**config.mk**
```make
export PLATFORM = sky130hd
export DESIGN_NAME = wheel_speed_median_steer_angle_map
export DESIGN_NICKNAME = d
export VERILOG_FILES = /design/src/rtl/core/wsmsa_pkg.sv /design/src/rtl/core/wsmsa_speed.sv /design/src/rtl/core/wsmsa_angle.sv /design/src/rtl/core/wheel_speed_median_steer_angle_map.sv
export SDC_FILE = /design/constraint.sdc
export NUM_CORES = 2
export LEC_CHECK = 0
export ABC_CLOCK_PERIOD_IN_PS = 24400
export BUFFER_PORTS_ARGS = -buffer_cell sky130_fd_sc_hd__buf_2
export CAP_MARGIN = 20
export CORE_MARGIN = 1
export CORE_UTILIZATION = 60
export CTS_CLUSTER_SIZE = 28
export DETAILED_ROUTE_END_ITERATION = 8
export PLACE_DENSITY = 0.85
export SLEW_MARGIN = 10
export SYNTH_ARGS = -nofsm -noshare
export SYNTH_HDL_FRONTEND = slang
export SYNTH_SLANG_ARGS = --single-unit
```
**constraint.sdc**
```tcl
create_clock -name clk -period 24.4 [get_ports clk]
set_input_delay 4.88 -clock clk [delete_from_list [all_inputs] [get_ports clk]]
set_output_delay 4.88 -clock clk [all_outputs]
set_load 0.02 [all_outputs]
```
**src/rtl/core/wsmsa_pkg.sv**
```systemverilog
package wsmsa_pkg;

	// Field widths of the request and result.
	localparam int SPEED_W  = 16;
	localparam int FACTOR_W = 16;
	localparam int STEER_W  = 24;
	localparam int FWA_W    = 19;

	// Reset value of the speed scale register (1.0 in Q2.14).
	localparam logic [FACTOR_W-1:0] SPEED_FACTOR_RESET = 16'd16384;

	// Steering map: segment count and fixed-point widths.
	localparam int NUM_SEGMENTS = 12;
	localparam int SEG_IDX_W    = $clog2(NUM_SEGMENTS);
	localparam int RECIP_W      = 21;
	localparam int RECIP_SHIFT  = 24;

	typedef logic signed [SPEED_W-1:0] speed_t;
	typedef logic signed [STEER_W-1:0] steer_t;
	typedef logic signed [FWA_W-1:0]   fwa_t;
	typedef logic [FACTOR_W-1:0]       factor_t;

	// Result of the longitudinal speed path.
	typedef struct packed {
		speed_t value;
		logic   saturated;
	} speed_res_t;

	// Upper break point of each segment, in 2^-16 rad.
	localparam logic [STEER_W-1:0] SEG_LIMIT [NUM_SEGMENTS] = '{
		24'd27652, 24'd49224, 24'd74932, 24'd91452, 24'd118930, 24'd240614,
		24'd355871, 24'd489888, 24'd631788, 24'd774079, 24'd885745, 24'd6553600
	};

	// Lower break point of each segment.
	localparam logic [STEER_W-1:0] SEG_START [NUM_SEGMENTS] = '{
		24'd0, 24'd27652, 24'd49224, 24'd74932, 24'd91452, 24'd118930,
		24'd240614, 24'd355871, 24'd489888, 24'd631788, 24'd774079, 24'd885745
	};

	// Wheel angle at the start of each segment.
	localparam logic [FWA_W-1:0] SEG_OFFSET [NUM_SEGMENTS] = '{
		19'd0, 19'd1144, 19'd2288, 19'd3431, 19'd4575, 19'd5719,
		19'd11438, 19'd17157, 19'd22876, 19'd28595, 19'd34315, 19'd37746
	};

	// Slope of each segment as a reciprocal scaled by 2^24.
	localparam logic [RECIP_W-1:0] SEG_RECIP [NUM_SEGMENTS] = '{
		21'd693990, 21'd889566, 21'd746483, 21'd1161576, 21'd698381, 21'd788525,
		21'd832492, 21'd715956, 21'd676182, 21'd674325, 21'd515561, 21'd455748
	};

endpackage

```
**src/rtl/core/wsmsa_speed.sv**
```systemverilog
module wsmsa_speed (
	input  wsmsa_pkg::speed_t     wheel_fl,
	input  wsmsa_pkg::speed_t     wheel_fr,
	input  wsmsa_pkg::speed_t     wheel_rl,
	input  wsmsa_pkg::speed_t     wheel_rr,
	input  wsmsa_pkg::factor_t    factor,
	output wsmsa_pkg::speed_res_t result
);
	import wsmsa_pkg::*;

	localparam int SUM_W  = SPEED_W + 2;
	localparam int MID_W  = SPEED_W + 1;
	localparam int PROD_W = MID_W + FACTOR_W + 1;
	localparam int RND_W  = PROD_W + 1;
	localparam int Q_W    = RND_W - 15;

	speed_t                    min_a, max_a, min_b, max_b, min_all, max_all;
	logic signed [SUM_W-1:0]   sum_all;
	logic signed [SUM_W-1:0]   mid_wide;
	logic signed [MID_W-1:0]   mid_sum;
	logic signed [FACTOR_W:0]  factor_s;
	logic signed [PROD_W-1:0]  prod;
	logic signed [RND_W-1:0]   rnd;
	logic signed [Q_W-1:0]     q;

	// Smallest and largest of the four speeds; the two middle ones are what is left.
	always_comb begin
		min_a   = (wheel_fl < wheel_fr) ? wheel_fl : wheel_fr;
		max_a   = (wheel_fl < wheel_fr) ? wheel_fr : wheel_fl;
		min_b   = (wheel_rl < wheel_rr) ? wheel_rl : wheel_rr;
		max_b   = (wheel_rl < wheel_rr) ? wheel_rr : wheel_rl;
		min_all = (min_a < min_b) ? min_a : min_b;
		max_all = (max_a < max_b) ? max_b : max_a;
	end

	// Sum of the middle pair.
	assign sum_all  = SUM_W'(wheel_fl) + SUM_W'(wheel_fr) + SUM_W'(wheel_rl)
			+ SUM_W'(wheel_rr);
	assign mid_wide = sum_all - SUM_W'(min_all) - SUM_W'(max_all);
	assign mid_sum  = mid_wide[MID_W-1:0];

	// Scale by the Q2.14 factor, halve and round to nearest.
	assign factor_s = $signed({1'b0, factor});
	assign prod     = PROD_W'(mid_sum * factor_s);
	assign rnd      = RND_W'(prod) + RND_W'(16384);
	assign q        = Q_W'(rnd >>> 15);

	// Clip to the output range and flag it.
	always_comb begin
		if (q > Q_W'(32767)) begin
			result.value     = speed_t'(16'sh7FFF);
			result.saturated = 1'b1;
		end else if (q < -Q_W'(32768)) begin
			result.value     = speed_t'(16'sh8000);
			result.saturated = 1'b1;
		end else begin
			result.value     = q[SPEED_W-1:0];
			result.saturated = 1'b0;
		end
	end

endmodule

```
**src/rtl/core/wsmsa_angle.sv**
```systemverilog
module wsmsa_angle (
	input  wsmsa_pkg::steer_t steer,
	output wsmsa_pkg::fwa_t   fwa
);
	import wsmsa_pkg::*;

	localparam int PROD_W = STEER_W + RECIP_W;
	localparam int RND_W  = PROD_W + 1;

	logic                      neg;
	logic [STEER_W-1:0]        mag_in;
	logic [SEG_IDX_W-1:0]      sel;
	logic [STEER_W-1:0]        diff;
	logic [PROD_W-1:0]         prod;
	logic [RND_W-1:0]          rnd;
	logic [FWA_W-1:0]          mag_out;

	// Absolute steering angle; the most negative input maps to 2^23 without loss.
	assign neg    = steer[STEER_W-1];
	assign mag_in = neg ? STEER_W'(-steer) : STEER_W'(steer);

	// First segment whose upper break point lies above the angle, else the last one.
	always_comb begin
		sel = SEG_IDX_W'(NUM_SEGMENTS - 1);
		for (int k = NUM_SEGMENTS - 1; k >= 0; k--) begin
			if (SEG_LIMIT[k] > mag_in) begin
				sel = SEG_IDX_W'(k);
			end
		end
	end

	// Linear interpolation within the chosen segment, rounded to nearest.
	assign diff    = mag_in - SEG_START[sel];
	assign prod    = PROD_W'(diff) * PROD_W'(SEG_RECIP[sel]);
	assign rnd     = RND_W'(prod) + (RND_W'(1) << (RECIP_SHIFT - 1));
	assign mag_out = SEG_OFFSET[sel] + rnd[RECIP_SHIFT +: FWA_W];

	// Put the sign of the steering angle back.
	assign fwa = neg ? fwa_t'(-mag_out) : fwa_t'(mag_out);

endmodule

```
**src/rtl/core/wheel_speed_median_steer_angle_map.sv**
```systemverilog
// Wheel speed median and steering angle map.
//
// Input channel: in_valid with in_stall carries four wheel speeds and the
// steering-wheel angle; a request is taken at a clock edge where in_valid is
// high and in_stall is low. Output channel: out_valid with out_stall carries
// long_speed, speed_saturated and road_wheel_angle, one result per request.
// The speed scale is written through speed_factor_we and speed_factor_wdata;
// the user must do so while the block is idle; the block does not enforce it.
//
// A request is held in an input register; the median, scaling and segment
// map are computed in one pass and stored in the result register once it is
// free, and the result is offered from there. One request is taken every
// cycle while results are drained; the rate is set by the two-register
// pipeline, which collapses bubbles.
//
// When the receiver stalls, the result register holds and the input register
// fills; in_stall rises only once both are occupied. Reset empties the
// pipeline and loads the speed scale with 1.0.
module wheel_speed_median_steer_angle_map (
	input  logic                      clk,
	input  logic                      arst_n,
	input  logic                      speed_factor_we,
	input  wsmsa_pkg::factor_t        speed_factor_wdata,
	input  logic                      in_valid,
	output logic                      in_stall,
	input  wsmsa_pkg::speed_t         wheel_speed_fl,
	input  wsmsa_pkg::speed_t         wheel_speed_fr,
	input  wsmsa_pkg::speed_t         wheel_speed_rl,
	input  wsmsa_pkg::speed_t         wheel_speed_rr,
	input  wsmsa_pkg::steer_t         steering_angle,
	output logic                      out_valid,
	input  logic                      out_stall,
	output wsmsa_pkg::speed_t         long_speed,
	output logic                      speed_saturated,
	output wsmsa_pkg::fwa_t           road_wheel_angle
);
	import wsmsa_pkg::*;

	factor_t    speed_factor_q;
	logic       valid_s1, valid_s2;
	speed_t     wfl_s1, wfr_s1, wrl_s1, wrr_s1;
	steer_t     steer_s1;
	speed_res_t speed_res;
	fwa_t       fwa_calc;
	speed_res_t speed_res_s2;
	fwa_t       fwa_s2;
	logic       adv_s2, adv_s1;

	// Speed scale register.
	always_ff @(posedge clk or negedge arst_n) begin
		if (!arst_n) begin
			speed_factor_q <= SPEED_FACTOR_RESET;
		end else if (speed_factor_we) begin
			speed_factor_q <= speed_factor_wdata;
		end
	end

	// Each stage moves on when the one after it is empty or being emptied.
	assign adv_s2   = !valid_s2 || !out_stall;
	assign adv_s1   = !valid_s1 || adv_s2;
	assign in_stall = !adv_s1;

	// Pipeline occupancy.
	always_ff @(posedge clk or negedge arst_n) begin
		if (!arst_n) begin
			valid_s1 <= 1'b0;
			valid_s2 <= 1'b0;
		end else begin
			if (adv_s1) begin
				valid_s1 <= in_valid;
			end
			if (adv_s2) begin
				valid_s2 <= valid_s1;
			end
		end
	end

	// Input register.
	always_ff @(posedge clk) begin
		if (in_valid && adv_s1) begin
			wfl_s1   <= wheel_speed_fl;
			wfr_s1   <= wheel_speed_fr;
			wrl_s1   <= wheel_speed_rl;
			wrr_s1   <= wheel_speed_rr;
			steer_s1 <= steering_angle;
		end
	end

	// Longitudinal speed path.
	wsmsa_speed u_speed (
		.wheel_fl (wfl_s1),
		.wheel_fr (wfr_s1),
		.wheel_rl (wrl_s1),
		.wheel_rr (wrr_s1),
		.factor   (speed_factor_q),
		.result   (speed_res)
	);

	// Steering map path.
	wsmsa_angle u_angle (
		.steer (steer_s1),
		.fwa   (fwa_calc)
	);

	// Result register.
	always_ff @(posedge clk) begin
		if (valid_s1 && adv_s2) begin
			speed_res_s2 <= speed_res;
			fwa_s2       <= fwa_calc;
		end
	end

	assign out_valid        = valid_s2;
	assign long_speed       = speed_res_s2.value;
	assign speed_saturated  = speed_res_s2.saturated;
	assign road_wheel_angle = fwa_s2;

`ifndef NO_ASSERTIONS
	// The input side only stalls when both registers hold a request.
	a_stall_full: assert property (@(posedge clk) disable iff (!arst_n)
		in_stall |-> (valid_s1 && valid_s2 && out_stall))
		else $error("input stalled while the pipeline has room");

	// A taken request reaches the input register.
	a_take_s1: assert property (@(posedge clk) disable iff (!arst_n)
		(in_valid && !in_stall) |=> valid_s1)
		else $error("accepted request lost before the input register");

	// A request in the input register moves to the result register when it may.
	a_move_s2: assert property (@(posedge clk) disable iff (!arst_n)
		(valid_s1 && adv_s2) |=> valid_s2)
		else $error("request lost between input and result registers");

	// A clipped speed sits on one of the range limits.
	a_sat_limit: assert property (@(posedge clk) disable iff (!arst_n)
		(out_valid && speed_saturated) |->
		(long_speed == speed_t'(16'sh7FFF) || long_speed == speed_t'(16'sh8000)))
		else $error("saturation flag without a clipped speed");
`endif

endmodule

```
Word-level counts from Yosys, hierarchy flattened
Memory sizes are Yosys's and may differ from the RTL's. Index checks and enable logic that the tools add are counted.

Output and inout bits: 38. Memories: 3. Register bits after elaboration: 142. Input port bits: 109. ROM bits: 1024. Logic and storage cells: 80.

Memory list: (no name shown) (depth 16, width 24, read ports 1, clocked after memory_dff 0, write ports 0, line wsmsa_angle.sv:33) `assign diff = mag_in - SEG_START[sel];`; (no name shown) (depth 16, width 21, read ports 1, clocked after memory_dff 0, write ports 0, line wsmsa_angle.sv:34) `assign prod = PROD_W'(diff) * PROD_W'(SEG_RECIP[sel]);`; (no name shown) (depth 16, width 19, read ports 1, clocked after memory_dff 0, write ports 0, line wsmsa_angle.sv:36) `assign mag_out = SEG_OFFSET[sel] + rnd[RECIP_SHIFT +: FWA_W];`.

Multiplexer cells: 26. Add/sub/neg operators: 11. Reductions and logical operators: 8. Bitwise operators: 1. $mul: 2. Order comparisons: 18.

Operators with widths (count): 16-bit two-way mux (6); 17-bit by 24-bit > comparator with 1-bit output, first input constant (3); 20-bit by 24-bit > comparator with 1-bit output, first input constant (3); 24-bit two-way mux (3); 16-bit less-than comparator (4); 19-bit two-way mux (3); 19-bit by 24-bit > comparator with 1-bit output, first input constant (2); 43-bit by 24-bit adder with 43-bit output, second input constant (1); 24-bit by 21-bit multiplier with 43-bit output (1); 21-bit two-way mux (2); 34-bit by 16-bit adder with 35-bit output, second input constant (1); 17-bit by 16-bit adder with 17-bit output (2); 17-bit by 17-bit multiplier with 34-bit output (1); 17-bit by 16-bit subtractor with 17-bit output (2); 4-bit two-way mux (8); 15-bit by 24-bit > comparator with 1-bit output, first input constant (1); 16-bit by 24-bit > comparator with 1-bit output, first input constant (1); 18-bit by 24-bit > comparator with 1-bit output, first input constant (1); 24-bit negator (1); 24-bit subtractor (1); 20-bit by 16-bit > comparator with 1-bit output, second input constant (1); 20-bit by 16-bit less-than comparator with 1-bit output, second input constant (1); 19-bit adder (1); 19-bit negator (1); other kinds (9) (15).

Logic depth before layout (Yosys ltp)
Depth after elaboration: 24. Depth in mapped cells: 82. Mapped depth without buffers: 77.

Hierarchy
From an unflattened synthesis, not the netlist that was laid out.

Cell total of the unflattened synthesis: 4563. Area total of the unflattened synthesis: 40781.6 µm².

Modules (own cells, without submodules): wsmsa_angle (cells an instance 2571, instances 1, seq. area each 0.0 µm², area each 20468.4 µm²); wsmsa_speed (cells an instance 1826, instances 1, seq. area each 0.0 µm², area each 15852.7 µm²); wheel_speed_median_steer_angle_map (cells an instance 166, instances 1, seq. area each 4175.3 µm², area each 4460.5 µm²).

Least setup slack after synthesis
OpenSTA, ideal clock, no wires.

Path kind: reg2reg. Start point: register steer_s1[0]. End point: register fwa_s2[18], in the netlist road_wheel_angle[18] (data pin). Data required time: 24.141 ns. Cell stages (with the launch flop): 78. Data arrival time: 16.726 ns. Slack: 7.415 ns. Clock period less this slack: 16.985 ns. Library setup time: 0.259 ns. Path buffers: 5. Path through: edfxtp_1 > clkbuf_1 > inv_1 > ha_1 > buf_2 > or4b_1 > buf_2 > o31ai_1 > xor2_1 > inv_1 > nand2_1 > or4b_2 > a311o_1 > o2111a_1 > o41ai_2 > nor2_1 > o21ai_1 > a21o_1 > [42 not listed] > a2111oi_0 > o211a_1 > o22ai_1 > and2_1 > o21a_1 > o21a_1 > nor2_1 > xnor2_1 > ha_1 > o41ai_1 > o2111ai_1 > a21oi_1 > xnor2_1 > nand3b_1 > nor2_1 > o41ai_1 > a21boi_1 > xnor2_1.

Cells in the longest elaborated chain, start to end: 24. Elaborated cells between the ends (all ways): 40. Classes of those cells: add/sub: 5; mul: 1; order compare: 11; mux: 19; bitwise: 1; memory: 3.

RTL lines: start, declared (line wheel_speed_median_steer_angle_map.sv:42) `steer_t steer_s1;`; start signal, assigned (line wheel_speed_median_steer_angle_map.sv:85) `steer_s1 <= steering_angle;`; 24-bit negator (line wsmsa_angle.sv:20) `assign mag_in = neg ? STEER_W'(-steer) : STEER_W'(steer);`; 24-bit two-way mux * (line wsmsa_angle.sv:20); 20-bit by 24-bit > comparator with 1-bit output (line wsmsa_angle.sv:26) `if (SEG_LIMIT[k] > mag_in) begin`; 1-bit two-way mux (line wsmsa_angle.sv:26); 2-bit two-way mux (2 in a row) (line wsmsa_angle.sv:26); 4-bit two-way mux (8 in a row) (line wsmsa_angle.sv:26); 4-bit inverter with 5-bit output (implied by the code) (line wsmsa_angle.sv:33, wsmsa_angle.sv:34, wsmsa_angle.sv:36); memory 16 x 24 bit; 24-bit two-way mux (implied by the code) (2 in a row) (line wsmsa_angle.sv:33); 24-bit subtractor (line wsmsa_angle.sv:33); 24-bit by 21-bit multiplier with 43-bit output (line wsmsa_angle.sv:34); 43-bit by 24-bit adder with 43-bit output (line wsmsa_angle.sv:35) `assign rnd = RND_W'(prod) + (RND_W'(1) << (RECIP_SHIFT - 1));`; 19-bit adder * (line wsmsa_angle.sv:36); 19-bit negator (line wsmsa_angle.sv:39) `assign fwa = neg ? fwa_t'(-mag_out) : fwa_t'(mag_out);`; 19-bit two-way mux * (line wsmsa_angle.sv:39); via fwa_calc[18] (line wheel_speed_median_steer_angle_map.sv:44) `fwa_t fwa_calc;`; end signal, assigned (line wheel_speed_median_steer_angle_map.sv:109) `fwa_s2 <= fwa_calc;`; end, declared (line wheel_speed_median_steer_angle_map.sv:46) `fwa_t fwa_s2;`.

Mark *: on every way through the listed nets, which the timed path passes. The rest lies on a longest branch. The select of a mux whose other input is x is not followed. A chain may end at the register's enable or synchronous reset.

Final worst setup path
Ends and elaborated chain as after synthesis.

==> summary.txt <==
Placement
  – Number of port buffers: between 100 and 150
  – Post-placement cell area: about 42,000 um^2
  – GPL Wtd Cong: 1.021
  – DP Wirelength: 89,520 um

Drt
  – Avg WL per Cell: between 20 and 25 um
  – Vias per cell: about 5.9
  – Final wirelength: between 100,000 and 150,000 um
  – Vias after detailed routing: about 32,000
  – Initial DRT Pass Iterations: 6
  – DRC: 0
  – Antenna Violating Nets Remaining: 0
  – Initial DRC Count: 2,902

Timing
  – Worst clock skew: about 0.022 ns
  – Max transition margin: 21.82%
  – Crit share post-route: between 80% and 90%
  – Setup TNS: 0 ns
  – Min Clock Period, post-route: about 20 ns
  – Fin. max-slew vios: 0
  – # setup viols final: 0
  – Fmax: between 0.05 and 0.06 GHz
  – Fin. Hold Viols: 0
  – Worst slew pin tran: ~1.2 ns
  – Unrepaired setup endpoints after global routing: no

Worst setup path
  – RR Startpoint: steer_s1[0]
  – Setup crit start: steer_s1[0]
  – Critical path launch point type: register
  – Crit path largest cell delay: between 0.7 and 0.8 ns
  – Setup slack, reg-to-reg: 4.65 ns
  – Req. time, crit path: about 25 ns
  – Reg2Reg Depth: 70
  – Crit-path max FO: 10
  – CP Data Arrival Time: around 20 ns
  – Most used cell, CP: a21oi_1
  – WS Path Type: reg2reg
  – CP endpoint kind: register
  – Critical path's slowest cell: or4b_1

Synth
  – #FFs+latches synth: approximately 140
  – Netlist cell types: about 100
  – Ranking of synthesized cells by area: fa_1, ha_1, edfxtp_1
  – Synth top area share: a little under two fifths
  – Syn Area/Cell: roughly 9 um^2
  – Post-synth net total: 5,626
  – Synth Warn #: 0
  – Largest area contributor in the netlist: fa_1
  – Number of synthesized flops with an enable pin: roughly 120
  – Synth Flop Type: edfxtp_1
  – Seq/Total Area, Yosys: a little over a tenth
  – Cell count after synthesis: 4,379
  – Synth async-reset ratio: between 10% and 20%
  – Mapped Area: 39,830 um^2

Floorplan
  – Core area: about 66,000 um^2
  – Initial Utilization: 60.58%
  – I/O pin cnt: 147
  – # rows: between 90 and 100
  – Die width: approximately 260 um
  – Die area: 67,420 um^2
  – Die height: around 260 um

Worst hold path
  – Hold Crit Class: reg2reg
  – Min-delay src: valid_s1
  – Min-Delay Path Depth: 1

Outcome
  – Outcome: completed

Cells and area
  – Design area: about 42,000 um^2
  – Area Growth Syn to Fin: 6.421%
  – Layout cells sized above 1: under 10%
  – NumNets Final: between 5,000 and 6,000

Run
  – Number of max-cap violations: 0

CTS
  – Hold buffers post-CTS: 0
  – CTS Root Cell: clkbuf_16
  – CTS Buf Count: 17
  – Resized cells post-CTS: 0
  – H-tree depth: 4
  – Clock insertion delay at the later pin of the skew report: approximately 0.47 ns
  – Longest Clk Path Bufs: 2
  – CTS clk-pin slew, worst paths: 0.09 ns
  – Clock sinks: ~140
  – Post-CTS setup buffer count: 0
  – CTS tree: done

Global routing
  – First-pass GRT wire length: roughly 180,000 um
  – Initial antenna violation count: 2
  – Vias in the first global route: 33,780
  – GRT Util Overall: a little over a third
  – Largest net degree at the start of global routing: 74
  – Total congestion overflow: 0
[cell usage in the layout (no fill, tap or decap), drive strengths merged, types with 43 or more instances in the layout]
cell type,count
a21oi,132
mux2i,87
nand2,549
nor3,43
inv,994
nor2,280
edfxtp,124
and2,174
fa,761
buf,221
o21ai,68
ha,377
xor2,46
a21o,64
xnor2,112
[critical path: cells and delay by family (launching register included)]
kind / cells / cell delay (ns)
buf+inv: 4 / 0.61
flops: 1 / 0.55
simple gates: 12 / 2.76
xor+xnor: 5 / 0.92
fa+ha+maj: 13 / 5.68
compound gates: 36 / 8.93
[registers in the layout (all words and copies together), names as in the netlist]
register	flops
long_speed	16
out_valid	1
road_wheel_angle	19
speed_factor_q	16
speed_saturated	1
steer_s1	24
valid_s1	1
wfl_s1	16
wfr_s1	16
wrl_s1	16
wrr_s1	16
[per-stage QoR]
step / worst slack (ns) / cells / hold WS (ns) / util (%)
3_5_place_dp: 5.141 / 5303 / 0.4730 / 63.45
6_report: 4.654 / 5340 / 0.4908 / 64.47
2_1_floorplan: 7.415 / 4379 / 0.4434 / -
5_1_grt: 3.297 / 5340 / 0.5064 / 64.47
3_3_place_gp: 5.383 / 5303 / 0.4615 / 63.45
4_1_cts: 4.996 / 5335 / 0.4880 / 64.39
[synthesized netlist by cell type (23+ instances only)]
| cell | instances |
|---|---|
| nor3_1 | 37 |
| xor2_1 | 44 |
| and2_1 | 174 |
| a21oi_1 | 131 |
| o21ai_0 | 61 |
| nand2b_1 | 38 |
| a21o_1 | 64 |
| ha_1 | 377 |
| fa_1 | 761 |
| edfxtp_1 | 124 |
| mux2i_1 | 87 |
| nor2_1 | 279 |
| xnor2_1 | 110 |
| clkbuf_1 | 128 |
| inv_1 | 986 |
| nor2b_1 | 23 |
| nand2_1 | 549 |
| nand3_1 | 31 |
[kinds of logic after synthesis]
group,after synthesis,share of synthesized area (%)
DFF,142,10.48
muxes,103,2.639
xor gates and xnor gates,158,3.606
AOI/OAI and AO/OA,449,7.790
adders and majority gates,1138,50.09
and+or+nand+nor,1241,14.50
buffers and inverters,1148,10.89
[per-layer routing]
layer  global-route usage [%]  share of wire [%]
met5                        0                  0
met4                    17.32                5.5
met3                    8.129                 11
met2                    56.19                 47
met1                    44.24                 37
[final timing paths]
check                                  endpoint
min in group asynchronous     speed_factor_q[4]
min                                   out_valid
max                        road_wheel_angle[18]
min reg2reg                           out_valid
max in group asynchronous    speed_factor_q[14]
max reg2reg                road_wheel_angle[18]
[area by class of cell]
class                   count  area, um^2
well taps                 864        1081
multi-input cells        3089       31480
inverters                 991        3720
clock buffers              17       425.4
fillers                  5047       23360
clock inverters            15       190.2
repair buffers            221        1318
diodes                      1       2.502
flip-flops and latches    142        4175
Power is left out: the tool's default activity adds up to more than one toggle a clock period on the data nets, which glitch-free logic cannot reach.
